$ cat src/rtl/core/scld_pkg.sv
`default_nettype none

package scld_pkg;

    localparam int unsigned BYTE_W     = 8;
    localparam int unsigned LEN_W      = 7;
    localparam int unsigned SUM_W      = 18;
    localparam int unsigned WIN_W      = 24;
    localparam int unsigned FILL_W     = 2;
    localparam int unsigned WIDX_W     = 2;
    localparam int unsigned WEIGHT_W   = 3;
    localparam int unsigned STATUS_W   = 2;
    localparam int unsigned TUSER_W    = 1 + STATUS_W;

    localparam int unsigned MAX_FRAME_LEN_DEF = 127;

    localparam logic [BYTE_W-1:0] SYNC_S = 8'h53;
    localparam logic [BYTE_W-1:0] SYNC_C = 8'h43;
    localparam logic [BYTE_W-1:0] SYNC_R = 8'h52;
    localparam logic [BYTE_W-1:0] SYNC_T = 8'h54;
    localparam logic [WIN_W-1:0]  SYNC_HEAD = {SYNC_S, SYNC_C, SYNC_R};
    localparam logic [FILL_W-1:0] FILL_FULL = 2'd3;

    localparam logic [BYTE_W-1:0]   MOD_BASE     = 8'd255;
    localparam logic [WEIGHT_W-1:0] WEIGHT_FIRST = 3'd4;

    typedef enum logic [1:0] {
        PH_HUNT = 2'd0,
        PH_LEN  = 2'd1,
        PH_TYPE = 2'd2,
        PH_BODY = 2'd3
    } t_phase;

    typedef enum logic [STATUS_W-1:0] {
        ST_GOOD    = 2'd0,
        ST_BAD_SUM = 2'd1,
        ST_BAD_LEN = 2'd2
    } t_status;

    typedef struct packed {
        logic              valid;
        logic [BYTE_W-1:0] data;
    } t_item;

    typedef struct packed {
        logic [BYTE_W-1:0] out_byte;
        logic              is_type;
        logic              frame_end;
        t_status           status;
    } t_result;

    // Weights cycle 4,1,2,3 over the frame byte position.
    function automatic logic [WEIGHT_W-1:0] weight_of(input logic [WIDX_W-1:0] idx);
        weight_of = (idx == '0) ? WEIGHT_FIRST : WEIGHT_W'(idx);
    endfunction

endpackage

`default_nettype wire

$ cat src/rtl/core/scld_in_skid.sv
`default_nettype none

module scld_in_skid (
    input  wire logic                         i_clk,
    input  wire logic                         i_rst_n,
    input  wire logic                         i_s_tvalid,
    output logic                              o_s_tready,
    input  wire logic [scld_pkg::BYTE_W-1:0]  i_s_tdata,
    output scld_pkg::t_item                   o_item,
    input  wire logic                         i_pop
);
    import scld_pkg::*;

    logic              r_main_valid;
    logic [BYTE_W-1:0] r_main_data;
    logic              r_skid_valid;
    logic [BYTE_W-1:0] r_skid_data;
    logic              accept;

    assign o_s_tready = !r_skid_valid;
    assign accept     = i_s_tvalid && !r_skid_valid;
    assign o_item     = '{valid: r_main_valid, data: r_main_data};

    always_ff @(posedge i_clk) begin
        if (!i_rst_n) begin
            r_main_valid <= 1'b0;
            r_skid_valid <= 1'b0;
        end else if (i_pop) begin
            if (r_skid_valid) begin
                // advance the parked transfer into the main slot
                r_main_valid <= 1'b1;
                r_skid_valid <= 1'b0;
            end else begin
                r_main_valid <= accept;
            end
        end else if (accept) begin
            if (!r_main_valid) begin
                r_main_valid <= 1'b1;
            end else begin
                r_skid_valid <= 1'b1;
            end
        end
    end

    always_ff @(posedge i_clk) begin
        if (i_pop) begin
            if (r_skid_valid) begin
                r_main_data <= r_skid_data;
            end else if (accept) begin
                r_main_data <= i_s_tdata;
            end
        end else if (accept) begin
            if (!r_main_valid) begin
                r_main_data <= i_s_tdata;
            end else begin
                r_skid_data <= i_s_tdata;
            end
        end
    end

endmodule

`default_nettype wire

$ cat src/rtl/core/scld_step.sv
`default_nettype none

module scld_step #(
    parameter int unsigned MAX_FRAME_LEN = scld_pkg::MAX_FRAME_LEN_DEF
) (
    input  wire logic              i_clk,
    input  wire logic              i_rst_n,
    input  wire scld_pkg::t_item   i_item,
    input  wire logic              i_out_ready,
    output logic                   o_pop,
    output logic                   o_res_valid,
    output scld_pkg::t_result      o_result
);
    import scld_pkg::*;

    t_phase                    r_phase, n_phase;
    logic [WIN_W-1:0]          r_window, n_window;
    logic [FILL_W-1:0]         r_fill, n_fill;
    logic [LEN_W-1:0]          r_left, n_left;
    logic [WIDX_W-1:0]         r_widx, n_widx;
    logic signed [SUM_W-1:0]   r_sum, n_sum;
    logic [BYTE_W-1:0]         r_res, n_res;

    logic [BYTE_W-1:0]         rx;
    logic                      has_result;
    logic                      advance;
    logic                      sync_hit;
    logic                      len_bad;
    logic [WEIGHT_W-1:0]       w;
    logic signed [10:0]        prod_s;
    logic [BYTE_W-1:0]         sv_mod;
    logic [9:0]                prod_m;
    logic [10:0]               res_acc;
    logic [8:0]                res_fold;
    logic [BYTE_W-1:0]         res_step;
    logic [BYTE_W-1:0]         expect_byte;
    t_result                   result;

    assign rx       = i_item.data;
    assign sync_hit = (r_fill == FILL_FULL) && (r_window == SYNC_HEAD) && (rx == SYNC_T);
    assign len_bad  = (rx == '0) || (rx > BYTE_W'(MAX_FRAME_LEN));
    assign w        = weight_of(r_widx);

    // signed weighted term for the full sum, sign kept for the remainder
    assign prod_s = $signed({{3{rx[7]}}, rx}) * $signed({8'd0, w});

    // residue mod 255 kept in 0..254; a negative byte maps to byte - 1
    assign sv_mod   = rx[7] ? (rx - 8'd1) : rx;
    assign prod_m   = 10'(sv_mod) * 10'(w);
    assign res_acc  = 11'(r_res) + 11'(prod_m);
    assign res_fold = 9'(res_acc[10:8]) + 9'(res_acc[7:0]);
    assign res_step = (res_fold >= 9'(MOD_BASE)) ? 8'(res_fold - 9'(MOD_BASE))
                                                  : res_fold[7:0];

    // low8(255 - truncating remainder): negative sums shift by 255
    assign expect_byte = (r_sum[SUM_W-1] && (r_res != '0)) ? (MOD_BASE - 8'd1 - r_res)
                                                            : (MOD_BASE - r_res);

    always_comb begin
        case (r_phase)
            PH_HUNT: has_result = 1'b0;
            PH_LEN:  has_result = len_bad;
            PH_TYPE: has_result = 1'b1;
            PH_BODY: has_result = 1'b1;
            default: has_result = 1'b0;
        endcase
    end

    assign advance     = i_item.valid && (!has_result || i_out_ready);
    assign o_pop       = advance;
    assign o_res_valid = advance && has_result;
    assign o_result    = result;

    // next state
    always_comb begin
        n_phase  = r_phase;
        n_window = r_window;
        n_fill   = r_fill;
        n_left   = r_left;
        n_widx   = r_widx;
        n_sum    = r_sum;
        n_res    = r_res;
        if (advance) begin
            case (r_phase)
                PH_HUNT: begin
                    if (sync_hit) begin
                        n_phase  = PH_LEN;
                        n_window = '0;
                        n_fill   = '0;
                    end else begin
                        n_window = {r_window[WIN_W-BYTE_W-1:0], rx};
                        if (r_fill != FILL_FULL) begin
                            n_fill = r_fill + 2'd1;
                        end
                    end
                end
                PH_LEN: begin
                    if (len_bad) begin
                        n_phase  = PH_HUNT;
                        n_window = '0;
                        n_fill   = '0;
                        n_left   = '0;
                    end else begin
                        n_phase = PH_TYPE;
                        n_left  = rx[LEN_W-1:0];
                    end
                    n_widx = '0;
                    n_sum  = '0;
                    n_res  = '0;
                end
                PH_TYPE, PH_BODY: begin
                    if (r_left <= LEN_W'(1)) begin
                        // check byte closes the frame; drop back to hunting
                        n_phase  = PH_HUNT;
                        n_window = '0;
                        n_fill   = '0;
                        n_left   = '0;
                        n_widx   = '0;
                        n_sum    = '0;
                        n_res    = '0;
                    end else begin
                        n_phase = PH_BODY;
                        n_left  = r_left - LEN_W'(1);
                        n_widx  = r_widx + 2'd1;
                        n_sum   = r_sum + SUM_W'(prod_s);
                        n_res   = res_step;
                    end
                end
                default: begin
                    n_phase = PH_HUNT;
                end
            endcase
        end
    end

    // result
    always_comb begin
        result = '{out_byte: '0, is_type: 1'b0, frame_end: 1'b0, status: ST_GOOD};
        case (r_phase)
            PH_LEN: begin
                result.frame_end = 1'b1;
                result.status    = ST_BAD_LEN;
            end
            PH_TYPE, PH_BODY: begin
                result.out_byte = rx;
                if (r_left <= LEN_W'(1)) begin
                    result.frame_end = 1'b1;
                    result.status    = (rx == expect_byte) ? ST_GOOD : ST_BAD_SUM;
                end else begin
                    result.is_type = (r_phase == PH_TYPE);
                end
            end
            default: begin
                result.out_byte = '0;
            end
        endcase
    end

    always_ff @(posedge i_clk) begin
        if (!i_rst_n) begin
            r_phase  <= PH_HUNT;
            r_window <= '0;
            r_fill   <= '0;
            r_left   <= '0;
            r_widx   <= '0;
            r_sum    <= '0;
            r_res    <= '0;
        end else begin
            r_phase  <= n_phase;
            r_window <= n_window;
            r_fill   <= n_fill;
            r_left   <= n_left;
            r_widx   <= n_widx;
            r_sum    <= n_sum;
            r_res    <= n_res;
        end
    end

endmodule

`default_nettype wire

$ cat src/rtl/core/scld_out_reg.sv
`default_nettype none

module scld_out_reg (
    input  wire logic                          i_clk,
    input  wire logic                          i_rst_n,
    input  wire logic                          i_load,
    input  wire scld_pkg::t_result             i_result,
    output logic                               o_ready,
    output logic                               o_m_tvalid,
    input  wire logic                          i_m_tready,
    output logic [scld_pkg::BYTE_W-1:0]        o_m_tdata,
    output logic                               o_m_tlast,
    output logic [scld_pkg::TUSER_W-1:0]       o_m_tuser
);
    import scld_pkg::*;

    logic    r_valid;
    t_result r_result;

    assign o_ready    = !r_valid || i_m_tready;
    assign o_m_tvalid = r_valid;
    assign o_m_tdata  = r_result.out_byte;
    assign o_m_tlast  = r_result.frame_end;
    assign o_m_tuser  = {r_result.status, r_result.is_type};

    always_ff @(posedge i_clk) begin
        if (!i_rst_n) begin
            r_valid <= 1'b0;
        end else if (o_ready) begin
            r_valid <= i_load;
        end
    end

    always_ff @(posedge i_clk) begin
        if (o_ready && i_load) begin
            r_result <= i_result;
        end
    end

endmodule

`default_nettype wire

$ cat src/rtl/core/sync_length_checksum_deframer_top.sv
// An accepted byte is held in the input register; its result is then held in the
// result register, which drives the master side.
// Throughput: one byte per cycle while the master side does not stall.
// Synchronous active-low reset clears the hunt state, the sync window and
// the input and output stream registers; the block accepts bytes in the first cycle after.
`default_nettype none

module sync_length_checksum_deframer_top #(
    parameter int unsigned MAX_FRAME_LEN = scld_pkg::MAX_FRAME_LEN_DEF
) (
    input  wire logic                          i_clk,
    input  wire logic                          i_rst_n,
    input  wire logic                          i_s_tvalid,
    output logic                               o_s_tready,
    input  wire logic [scld_pkg::BYTE_W-1:0]   i_s_tdata,   // [7:0] rx_byte
    output logic                               o_m_tvalid,
    input  wire logic                          i_m_tready,
    output logic [scld_pkg::BYTE_W-1:0]        o_m_tdata,   // [7:0] out_byte
    output logic                               o_m_tlast,   // frame_end
    output logic [scld_pkg::TUSER_W-1:0]       o_m_tuser    // [0] is_type, [2:1] status
);
    import scld_pkg::*;

    t_item   item;
    t_result result;
    logic    pop;
    logic    res_valid;
    logic    out_ready;

    scld_in_skid u_in (
        .i_clk      (i_clk),
        .i_rst_n    (i_rst_n),
        .i_s_tvalid (i_s_tvalid),
        .o_s_tready (o_s_tready),
        .i_s_tdata  (i_s_tdata),
        .o_item     (item),
        .i_pop      (pop)
    );

    scld_step #(
        .MAX_FRAME_LEN (MAX_FRAME_LEN)
    ) u_step (
        .i_clk       (i_clk),
        .i_rst_n     (i_rst_n),
        .i_item      (item),
        .i_out_ready (out_ready),
        .o_pop       (pop),
        .o_res_valid (res_valid),
        .o_result    (result)
    );

    scld_out_reg u_out (
        .i_clk      (i_clk),
        .i_rst_n    (i_rst_n),
        .i_load     (res_valid),
        .i_result   (result),
        .o_ready    (out_ready),
        .o_m_tvalid (o_m_tvalid),
        .i_m_tready (i_m_tready),
        .o_m_tdata  (o_m_tdata),
        .o_m_tlast  (o_m_tlast),
        .o_m_tuser  (o_m_tuser)
    );

endmodule

`default_nettype wire

$ cat config.mk
export PLATFORM = sky130hd
export DESIGN_NAME = sync_length_checksum_deframer_top
export DESIGN_NICKNAME = d
export VERILOG_FILES = /design/src/rtl/core/scld_pkg.sv /design/src/rtl/core/scld_in_skid.sv /design/src/rtl/core/scld_step.sv /design/src/rtl/core/scld_out_reg.sv /design/src/rtl/core/sync_length_checksum_deframer_top.sv
export SDC_FILE = /design/constraint.sdc
export NUM_CORES = 1
export LEC_CHECK = 0
export ABC_AREA = 1
export BUFFER_PORTS_ARGS = -buffer_cell sky130_fd_sc_hd__buf_2
export CORE_MARGIN = 2
export CORE_UTILIZATION = 40
export CTS_CLUSTER_SIZE = 16
export DETAILED_ROUTE_END_ITERATION = 6
export PLACE_DENSITY_LB_ADDON = 0.05
export SYNTH_ARGS = -nofsm -noshare
export SYNTH_HDL_FRONTEND = slang
export SYNTH_SLANG_ARGS = --single-unit
$ cat constraint.sdc
create_clock -name i_clk -period 16 [get_ports i_clk]
set_input_delay 3.2 -clock i_clk [delete_from_list [all_inputs] [get_ports i_clk]]
set_output_delay 3.2 -clock i_clk [all_outputs]
set_load 0.02 [all_outputs]
* Word level (Yosys, flattened, before mapping)
Cells that the tools add are included.
** Cells by class
- Add/sub/neg operators :: 10
- Multiply operators :: 2
- Divide/modulo/power cells :: 0
- Magnitude comparators :: 3
- Equal/unequal tests :: 13
- Shift-type cells :: 0
- Multiplexer cells :: 38
- Bitwise logic cells :: 3
- Reductions and logical operators :: 30
** Operator list (count)
- 24-bit 2-to-1 mux :: 3
- 8-bit 2-to-1 mux :: 9
- 24-bit case mux with 3 select lines :: 1
- 18-bit case mux with 2 select lines :: 1
- 24-bit by 23-bit equality test with 1-bit output, second input constant :: 1
- 18-bit by 11-bit adder with 18-bit output :: 1
- 18-bit 2-to-1 mux :: 1
- 2-bit 2-to-1 mux :: 8
- 8-bit case mux with 2 select lines :: 1
- 8-bit subtractor, first input constant :: 2
- 7-bit 2-to-1 mux :: 2
- 7-bit case mux with 2 select lines :: 1
- 2-bit case mux with 3 select lines :: 2
- 8-bit by 10-bit adder with 11-bit output :: 1
- 8-bit by 4-bit multiplier with 11-bit output :: 1
- 8-bit by 3-bit multiplier with 10-bit output :: 1
- 3-bit by 8-bit adder with 9-bit output :: 1
- 9-bit by 8-bit >= comparator with 1-bit output, second input constant :: 1
- 3-bit AND reduction :: 3
- 8-bit by 7-bit equality test with 1-bit output, second input constant :: 1
- 8-bit equality test :: 1
- 8-bit by 7-bit > comparator with 1-bit output, second input constant :: 1
- 8-bit logical NOT :: 1
- 2-bit by 1-bit != test with 1-bit output, second input constant :: 4
- other kinds (24) :: 50
** Word-level totals
- Flip-flop bits (word level) :: 94
- Bits in latches :: 0
- Bits in writable memories :: 0
- Memory bits (read-only) :: 0
- Output and inout port bits :: 14
- Word-level logic and storage cells :: 115
- Memories kept :: 0

* Logic depth before layout (Yosys ltp)
Gate-level depths: netlist of run 1.
- Word-level depth :: 9
- Depth in mapped cells :: 43
- Gate-level depth less buffers :: 42

* Hierarchy
A second synthesis of run 1 with hierarchy kept.
** Unflattened totals
- Cell total of the unflattened synthesis :: 1005
- Area, all modules :: 7382.1 um^2
** By module, submodules not included
- scld_step :: times used 1, cells an instance 928, area each 6232.2 um^2
- scld_in_skid :: times used 1, cells an instance 58, area each 738.2 um^2
- scld_out_reg :: times used 1, cells an instance 19, area each 411.6 um^2

* Least setup slack after synthesis of run 1
Ideal clock, no wire load.
- Path kind :: reg2reg
- Start point :: register u_step.r_widx[1]
- End point :: register u_step.r_res[3]
- Setup time :: 0.067 ns
- Data arrival time :: 5.478 ns
- Required time :: 15.933 ns
- Slack :: 10.455 ns
- Cell stages (with the launch flop) :: 37
- Path buffers :: 2
- Period minus slack after synthesis :: 5.545 ns
- Cells stage by stage :: dfxtp_1 -> clkbuf_1 -> inv_1 -> ha_1 -> buf_6 -> nor2_1 -> nand2_1 -> fa_1 -> inv_1 -> ha_1 -> fa_1 -> nand3_1 -> and2_1 -> xor2_1 -> inv_1 -> ha_1 -> nand2_1 -> nor2_1 -> nand3_1 -> nand2_1 -> nand2_1 -> nand2_1 -> nand2_1 -> xor2_1 -> fa_1 -> inv_1 -> nor3_1 -> nand3_1 -> nor2_2 -> nand2_2 -> nor2_4 -> nand2_2 -> nand3_2 -> nand2_1 -> nand2_1 -> nand2_1 -> a21oi_2
** Between the ends
- Longest elaborated chain between the ends :: 9
- Elaborated cells between the ends (all ways) :: 10
- Classes of those cells :: 3 x add/sub; 1 x mul; 1 x order compare; 4 x mux; 1 x reduce/logical
** RTL lines
- start: declaration :: line scld_step.sv:20 : logic [WIDX_W-1:0] r_widx, n_widx;
- start signal: assignment :: line scld_step.sv:173 : r_widx <= n_widx;
- 2-bit logical NOT :: line scld_pkg.sv:54 : weight_of = (idx == '0) ? WEIGHT_FIRST : WEIGHT_W'(idx);
- 3-bit 2-to-1 mux (*) :: line scld_pkg.sv:54
- 8-bit by 3-bit multiplier with 10-bit output (*) :: line scld_step.sv:49 : assign prod_m = 10'(sv_mod) * 10'(w);
- 8-bit by 10-bit adder with 11-bit output (*) :: line scld_step.sv:50 : assign res_acc = 11'(r_res) + 11'(prod_m);
- 3-bit by 8-bit adder with 9-bit output (*) :: line scld_step.sv:51 : assign res_fold = 9'(res_acc[10:8]) + 9'(res_acc[7:0]);
- 8-bit subtractor / 9-bit by 8-bit >= comparator with 1-bit output (equally long branches) :: line scld_step.sv:52 : assign res_step = (res_fold >= 9'(MOD_BASE)) ? 8'(res_fold - 9'(MOD_BASE))
- 8-bit 2-to-1 mux (*) :: line scld_step.sv:52
- 8-bit 2-to-1 mux (*) :: line scld_step.sv:112 : if (r_left <= LEN_W'(1)) begin
- 8-bit case mux with 2 select lines (*) :: line scld_step.sv:84 : case (r_phase)
- end signal: assignment :: line scld_step.sv:175 : r_res <= n_res;
- end: declaration :: line scld_step.sv:22 : logic [BYTE_W-1:0] r_res, n_res;
Mark *: on every way between the ends. The rest lies on a longest branch, timed or not.
A chain may end at the register's enable or synchronous reset.

* Worst setup path in the final report of run 1
- Start point :: register u_in.r_main_data[7]
- End point :: register u_step.r_res[3]
** Between the ends
- Longest elaborated chain between the ends :: 9
- Elaborated cells between the ends (all ways) :: 18
- Classes of those cells :: 4 x add/sub; 1 x mul; 2 x order compare; 5 x mux; 6 x reduce/logical
** RTL lines
- start: declaration :: line scld_in_skid.sv:15 : logic [BYTE_W-1:0] r_main_data;
- start signal: assignment :: line scld_in_skid.sv:48 : r_main_data <= r_skid_data;
- start signal: assignment :: line scld_in_skid.sv:50 : r_main_data <= i_s_tdata;
- start signal: assignment :: line scld_in_skid.sv:54 : r_main_data <= i_s_tdata;
- 8-bit by 1-bit subtractor with 8-bit output :: line scld_step.sv:48 : assign sv_mod = rx[7] ? (rx - 8'd1) : rx;
- 8-bit 2-to-1 mux :: line scld_step.sv:48
- 8-bit by 3-bit multiplier with 10-bit output :: line scld_step.sv:49
- 8-bit by 10-bit adder with 11-bit output :: line scld_step.sv:50
- 3-bit by 8-bit adder with 9-bit output :: line scld_step.sv:51
- 8-bit subtractor / 9-bit by 8-bit >= comparator with 1-bit output (equally long branches) :: line scld_step.sv:52
- 8-bit 2-to-1 mux :: line scld_step.sv:52
- 8-bit 2-to-1 mux :: line scld_step.sv:112
- 8-bit case mux with 2 select lines :: line scld_step.sv:84
Several ways; a longest one is shown, not always the timed one.

==> results of run 1 <==
==> registers in the layout (all words and copies together) (netlist names) <==
name / flops
u_step.r_window: 24
u_out.o_m_tuser: 3
u_in.r_skid_valid: 1
u_step.r_fill: 2
u_step.r_widx: 2
u_out.o_m_tlast: 1
u_step.r_left: 7
u_step.r_sum: 18
u_out.o_m_tvalid: 1
u_in.r_main_data: 8
u_in.r_main_valid: 1
u_out.o_m_tdata: 8
u_in.r_skid_data: 8
u_step.r_phase: 2
u_step.r_res: 8
==> layout make-up <==
cell class              instances  area [um^2]  area share
multi-input cells             725         4440       0.559
flip-flops and latches         94         2160       0.272
inverters                     164          622      0.0783
well taps                     229          287      0.0361
clock buffers                   9          225      0.0284
repair buffers                 26          133      0.0167
clock inverters                 7         73.8     0.00929
==> metal layers <==
layer	vias up	GRT usage	share of wire
met1	2797	0.277	0.54
met4	0	0.0426	0.0099
met2	56	0.284	0.43
li1	3294	-	-
met5	-	0	0
met3	16	0.0286	0.022
==> worst max-delay path: cells and delay by family, from the launching register on <==
| family | cells | cell delay (ps) |
|---|---|---|
| adders and majority gates | 4 | 1660 |
| and+or+nand+nor | 21 | 2500 |
| buffers and inverters | 3 | 330 |
| AOI/OAI and AO/OA | 2 | 250 |
| xor gates and xnor gates | 4 | 860 |
| DFF | 1 | 680 |
==> layout by cell type (no fill, tap or decap), types with 10 or more instances in the layout <==
cell type | Yosys | routed
inv_2 | 12 | 13
nand3_1 | 63 | 63
nor2_1 | 81 | 81
fa_1 | 18 | 18
inv_1 | 148 | 147
xor2_1 | 30 | 30
ha_1 | 65 | 65
buf_2 | 9 | 25
nand4_1 | 11 | 11
a21oi_1 | 97 | 97
o21ai_0 | 32 | 32
nand2_1 | 225 | 225
xnor2_1 | 18 | 18
edfxtp_1 | 28 | 28
nand2_2 | 10 | 10
dfxtp_1 | 66 | 66
==> where the power goes <==
part	leakage [nW]	total (mW)	internal [mW]	switching, mW
Clock	0.149	0.226	0.111	0.115
Combinational	2.80	0.0820	0.0277	0.0543
Sequential	0.799	0.258	0.250	0.00795
==> cells by family after synthesis <==
kind of cell,synth area share
AO/OA/AOI/OAI,0.118
flip-flops,0.293
adder cells (fa/ha/maj),0.159
AND/OR/NAND/NOR,0.268
buffers and inverters,0.104
XOR/XNOR,0.0570
==> per-stage QoR <==
step                area (um^2)  hold slack, ps   util  setup slack, ps
floorplan                  7370             436      -            10450
global placement           7640             458  0.424             9700
finish                     7940             467  0.441             9690
detailed placement         7640             458  0.424             9750
global route               7940             489  0.441             9120
CTS                        7940             471  0.441             9690
==> path summary, 6_finish.rpt <==
check	endpoint	from	cells past startpoint	slack [ps]
worst max register to register	u_step.r_res[3]	u_in.r_main_data[7]	34	9690
worst min-delay path	u_step.r_window[21]	u_step.r_window[21]	2	470
worst max-delay path	u_step.r_res[3]	u_in.r_main_data[7]	34	9690
worst min register to register	u_step.r_window[21]	u_step.r_window[21]	2	470
==> impl_metrics.json, run 1 <==
{
  "crit_slowest_cell": "edfxtp_1",
  "start_kind": "flip-flop",
  "grt_usage": 0.186,
  "postSynth.asyncResetShare": 0,
  "cts_tree": "built",
  "synth_ff_type": "dfxtp_1",
  "synth_top_area_cell": "dfxtp_1",
  "yosys-top-cells-area": "dfxtp_1, nand2_1, edfxtp_1",
  "htreeDepth": 3,
  "diodes": 0,
  "grt_max_degree": 38,
  "worstMarginPinSlew_ps": 1180,
  "first_pass_iters": 4,
  "antenna_found_initial": 0,
  "cts_buffers": 9,
  "cp_slowest_stage_delay_ps": 680,
  "clk_latency_ps": 360,
  "hpwl_um": 12900,
  "io_pins": 26,
  "max_freq_mhz": 159,
  "post_cts_buffers": 0,
  "fin_crit_sh": 0.394,
  "fp.dieH_um": 140,
  "drc": 0,
  "syn_area_um2": 7370,
  "die_x_um": 140,
  "rsz0062_at_grt": "false",
  "cts.clk_slew.worst_paths_ps": 80,
  "yosys_warnings": 0,
  "fin_tns_setup_ps": 0,
  "vias_per_cell": 4.91,
  "grt_first_pass_wirelength_um": 29500,
  "final_cell_count_no_fill": 1254,
  "core_um2": 18000,
  "synthCells": 1012,
  "via_count": 6163,
  "power.density_nw_per_um2": 71.2,
  "routedWlPerCell_um": 13.8,
  "yosys.cell_types.count": 53,
  "gp_congestion": 0.818,
  "path_max_fanout": 13,
  "setup_viol": 0,
  "wirelength_um": 17300,
  "ir_drop_mv": 0.0481,
  "maxSlewViolCount": 0,
  "hold_class": "reg2reg",
  "cp.required_ps": 16300,
  "synth_top_area_share": 0.179,
  "power.leakage_nw": 3.75,
  "critPathKind": "reg2reg",
  "layout_min_cycle_time_ps": 6310,
  "grt_pass1_vias": 5892,
  "avgSynthCellArea_um2": 7.28,
  "crit_arrival_ps": 6600,
  "numPortBuffers": 25,
  "synth_commonest_cells": "nand2_1, inv_1, a21oi_1",
  "synth_edf_count": 28,
  "antenna_left": 0,
  "p_total_mw": 0.566,
  "fillers": 1938,
  "hold_violations": 0,
  "cpMostUsedCell": "nand2_1",
  "start_util": 0.409,
  "die_area_um2": 19500,
  "area_delta_synth_final_pct": 7.76,
  "root_buffer": "clkbuf_16",
  "drive_above_1_share": 0.0966,
  "grt_overflow_total": 0,
  "ys_seq_area_frac": 0.293,
  "cts_resized": 0,
  "drv_cap": 0,
  "relSlewSlack": 0.208,
  "cts.sinks": 94,
  "synth_seq_cells": 94,
  "cts_hold_buf": 0,
  "yosysMostFrequentCell": "nand2_1",
  "clk_path_buf_depth": 2,
  "endpoint_kind": "flip-flop",
  "run_status": "completed",
  "drtIter0Drc": 310,
  "skew_ps": 12.2,
  "syn-num-nets": 1107,
  "dp_cells": 1238,
  "rows": 49,
  "final_net_count": 1115
}
Power figures use the tool's default switching activity.
==> run 2: changes to the inputs <==
==> constraint.sdc (replaced) <==
create_clock -name i_clk -period 5.5 [get_ports i_clk]
set_input_delay 1.1 -clock i_clk [delete_from_list [all_inputs] [get_ports i_clk]]
set_output_delay 1.1 -clock i_clk [all_outputs]
set_load 0.02 [all_outputs]
==> run 2 against run 1 <==
  * The run now ends with negative setup slack left
  * Die area did not move
  * Register-to-register slack lost 9700 ps
  * Non-clock buffer count grew 63
==> impl_metrics.json, run 2 (synthesis results as in run 1) <==
{
  "run_status": "complete, but fails checks",
  "violations": "negative setup slack",
  "critPathKind": "reg2reg",
  "drive_above_1_share": 0.200,
  "final_net_count": 1178,
  "cts_hold_buf": 0,
  "htreeDepth": 3,
  "diodes": 0,
  "maxSlewViolCount": 0,
  "gp_congestion": 0.811,
  "r2r-start": "u_in.r_main_data[0]",
  "layout_min_cycle_time_ps": 5510,
  "routedWlPerCell_um": 13.9,
  "hp-start": "u_step.r_window[16]",
  "antenna_left": 0,
  "grt_usage": 0.188,
  "path_delay_family": "adder cells",
  "drv_cap": 0,
  "max_freq_mhz": 182,
  "antenna_found_initial": 0,
  "crit_slowest_cell": "fa_2",
  "area_delta_synth_final_pct": 18.8,
  "grt_first_pass_wirelength_um": 29900,
  "start_util": 0.409,
  "clk_latency_ps": 360,
  "setup_ws_ps": -9.38,
  "fp.dieH_um": 140,
  "p_total_mw": 1.70,
  "cts_buffers": 9,
  "wirelength_um": 18300,
  "vias_per_cell": 4.89,
  "cts.sinks": 94,
  "final_util": 0.486,
  "die_area_um2": 19500,
  "final_cell_mix": "nand2_1, inv_1, a21oi_1",
  "via_count": 6438,
  "core_um2": 18000,
  "setup_viol": 1,
  "whs_path_depth": 2,
  "largestRegisters": "u_step.r_window: 24 flops, u_step.r_sum: 18 flops",
  "worstMarginPinSlew_ps": 1100,
  "grt_pass1_vias": 6061,
  "drtIter0Drc": 309,
  "largest_register_ffs": 24,
  "cts_tree": "built",
  "start_kind": "flip-flop",
  "grt_max_degree": 59,
  "hold_class": "reg2reg",
  "io_pins": 26,
  "dp_worst_setup_slack_ps": -97.2,
  "root_buffer": "clkbuf_16",
  "crit_buf_inv": 4,
  "power.leakage_nw": 4.10,
  "drc": 0,
  "hold_violations": 0,
  "fin_crit_sh": 1.00,
  "whs_endpoint": "u_step.r_window[16]",
  "first_pass_iters": 5,
  "path_max_fanout": 4,
  "skew_ps": 8.44,
  "hpwl_um": 13600,
  "rsz0062_at_grt": "true",
  "crit_arrival_ps": 5800,
  "grt_overflow_total": 0,
  "cp.required_ps": 5790,
  "cp_slowest_stage_delay_ps": 610,
  "reg2regPathDepth": 33,
  "numPortBuffers": 25,
  "cts.clk_slew.worst_paths_ps": 80,
  "relSlewSlack": 0.262,
  "cpMostUsedCell": "nand2_1",
  "mostFrequentLayoutCell": "nand2_1",
  "regMostFlops": "u_step.r_window",
  "die_x_um": 140,
  "timing.rr.end": "u_step.r_res[3]",
  "endpoint_kind": "flip-flop",
  "ir_drop_mv": 0.144,
  "rrSetupSlack_ps": -9,
  "fillers": 1865,
  "rows": 49,
  "power.density_nw_per_um2": 194,
  "clk_path_buf_depth": 2
}
[run 2: cell count changes in the layout (fill, tap and decap cells not counted), moves of 4 or more]
cell,previous run,this run
a21oi_1,97,92
nand2_2,10,17
inv_1,147,141
nand3_2,5,9
ha_1,65,53
inv_2,13,18
a21oi_2,1,6
xor2_2,0,4
buf_4,1,62
ha_4,0,9
xor2_1,30,25
nand2_1,225,217
nand3_1,63,57
[run 2: final cells by class]
type	instances	area (um^2)	area share
Timing Repair Buffer	89	613	0.0700
Tap cell	229	287	0.0327
Clock buffer	9	225	0.0257
Sequential cell	94	2160	0.247
Multi-Input combinational cell	725	4770	0.545
Clock inverter	7	76.3	0.00871
Inverter	164	624	0.0713
[run 2: metrics by stage]
stage                     setup TNS, ps  hold WS (ps)  instances  cell area [um^2]
after global routing              -1620           483       1317              8760
after floorplan                       0           436       1012              7370
after CTS                             0           469       1304              8360
after detailed placement           -428           456       1286              8010
after global placement             -307           452       1286              8010
final                             -9.38           468       1317              8760
[run 2: worst max-delay path by stage]
stage | slack [ps] | depth (start not counted) | to | from
after floorplan | 30 | 37 | u_step.r_res[3] | u_in.r_main_data[1]
after CTS | 20 | 34 | u_step.r_res[3] | u_in.r_main_data[0]
after detailed placement | -100 | 31 | u_step.r_res[3] | u_in.r_main_data[0]
after global routing | -260 | 34 | u_step.r_res[3] | u_in.r_main_data[1]
after global placement | -80 | 31 | u_step.r_res[3] | u_in.r_main_data[0]
final | -9 | 33 | u_step.r_res[3] | u_in.r_main_data[0]
[run 2: timing repair]
item / 4_1_cts / 5_1_grt
pin swaps: 2 / 41
hold endpoints to repair: 0 / 0
endpoints found under the setup margin: 6 / 10
setup buffers: 2 / 13
resized for setup: 6 / 62
[run 2: worst reg2reg max path, delay by kind of cell (launching register included)]
family / cells / cell delay [ps]
flops: 1 / 470
compound gates: 2 / 250
simple gates: 17 / 1500
fa+ha+maj: 7 / 2390
xor+xnor: 3 / 490
buf+inv: 4 / 360
[run 2: per-layer routing]
layer / global-route usage / vias to the layer above / wire length (um)
li1: - / 3404 / -
met1: 0.272 / 2932 / 9300
met2: 0.299 / 90 / 8330
met3: 0.0310 / 12 / 527
met4: 0.0363 / 0 / 179
met5: 0 / - / 0
[run 2: power by group]
part	leakage (nW)	switching, mW	total (mW)	internal, mW
sequential	0.799	0.0115	0.738	0.727
clock	0.148	0.322	0.645	0.323
combinational	3.16	0.194	0.319	0.125
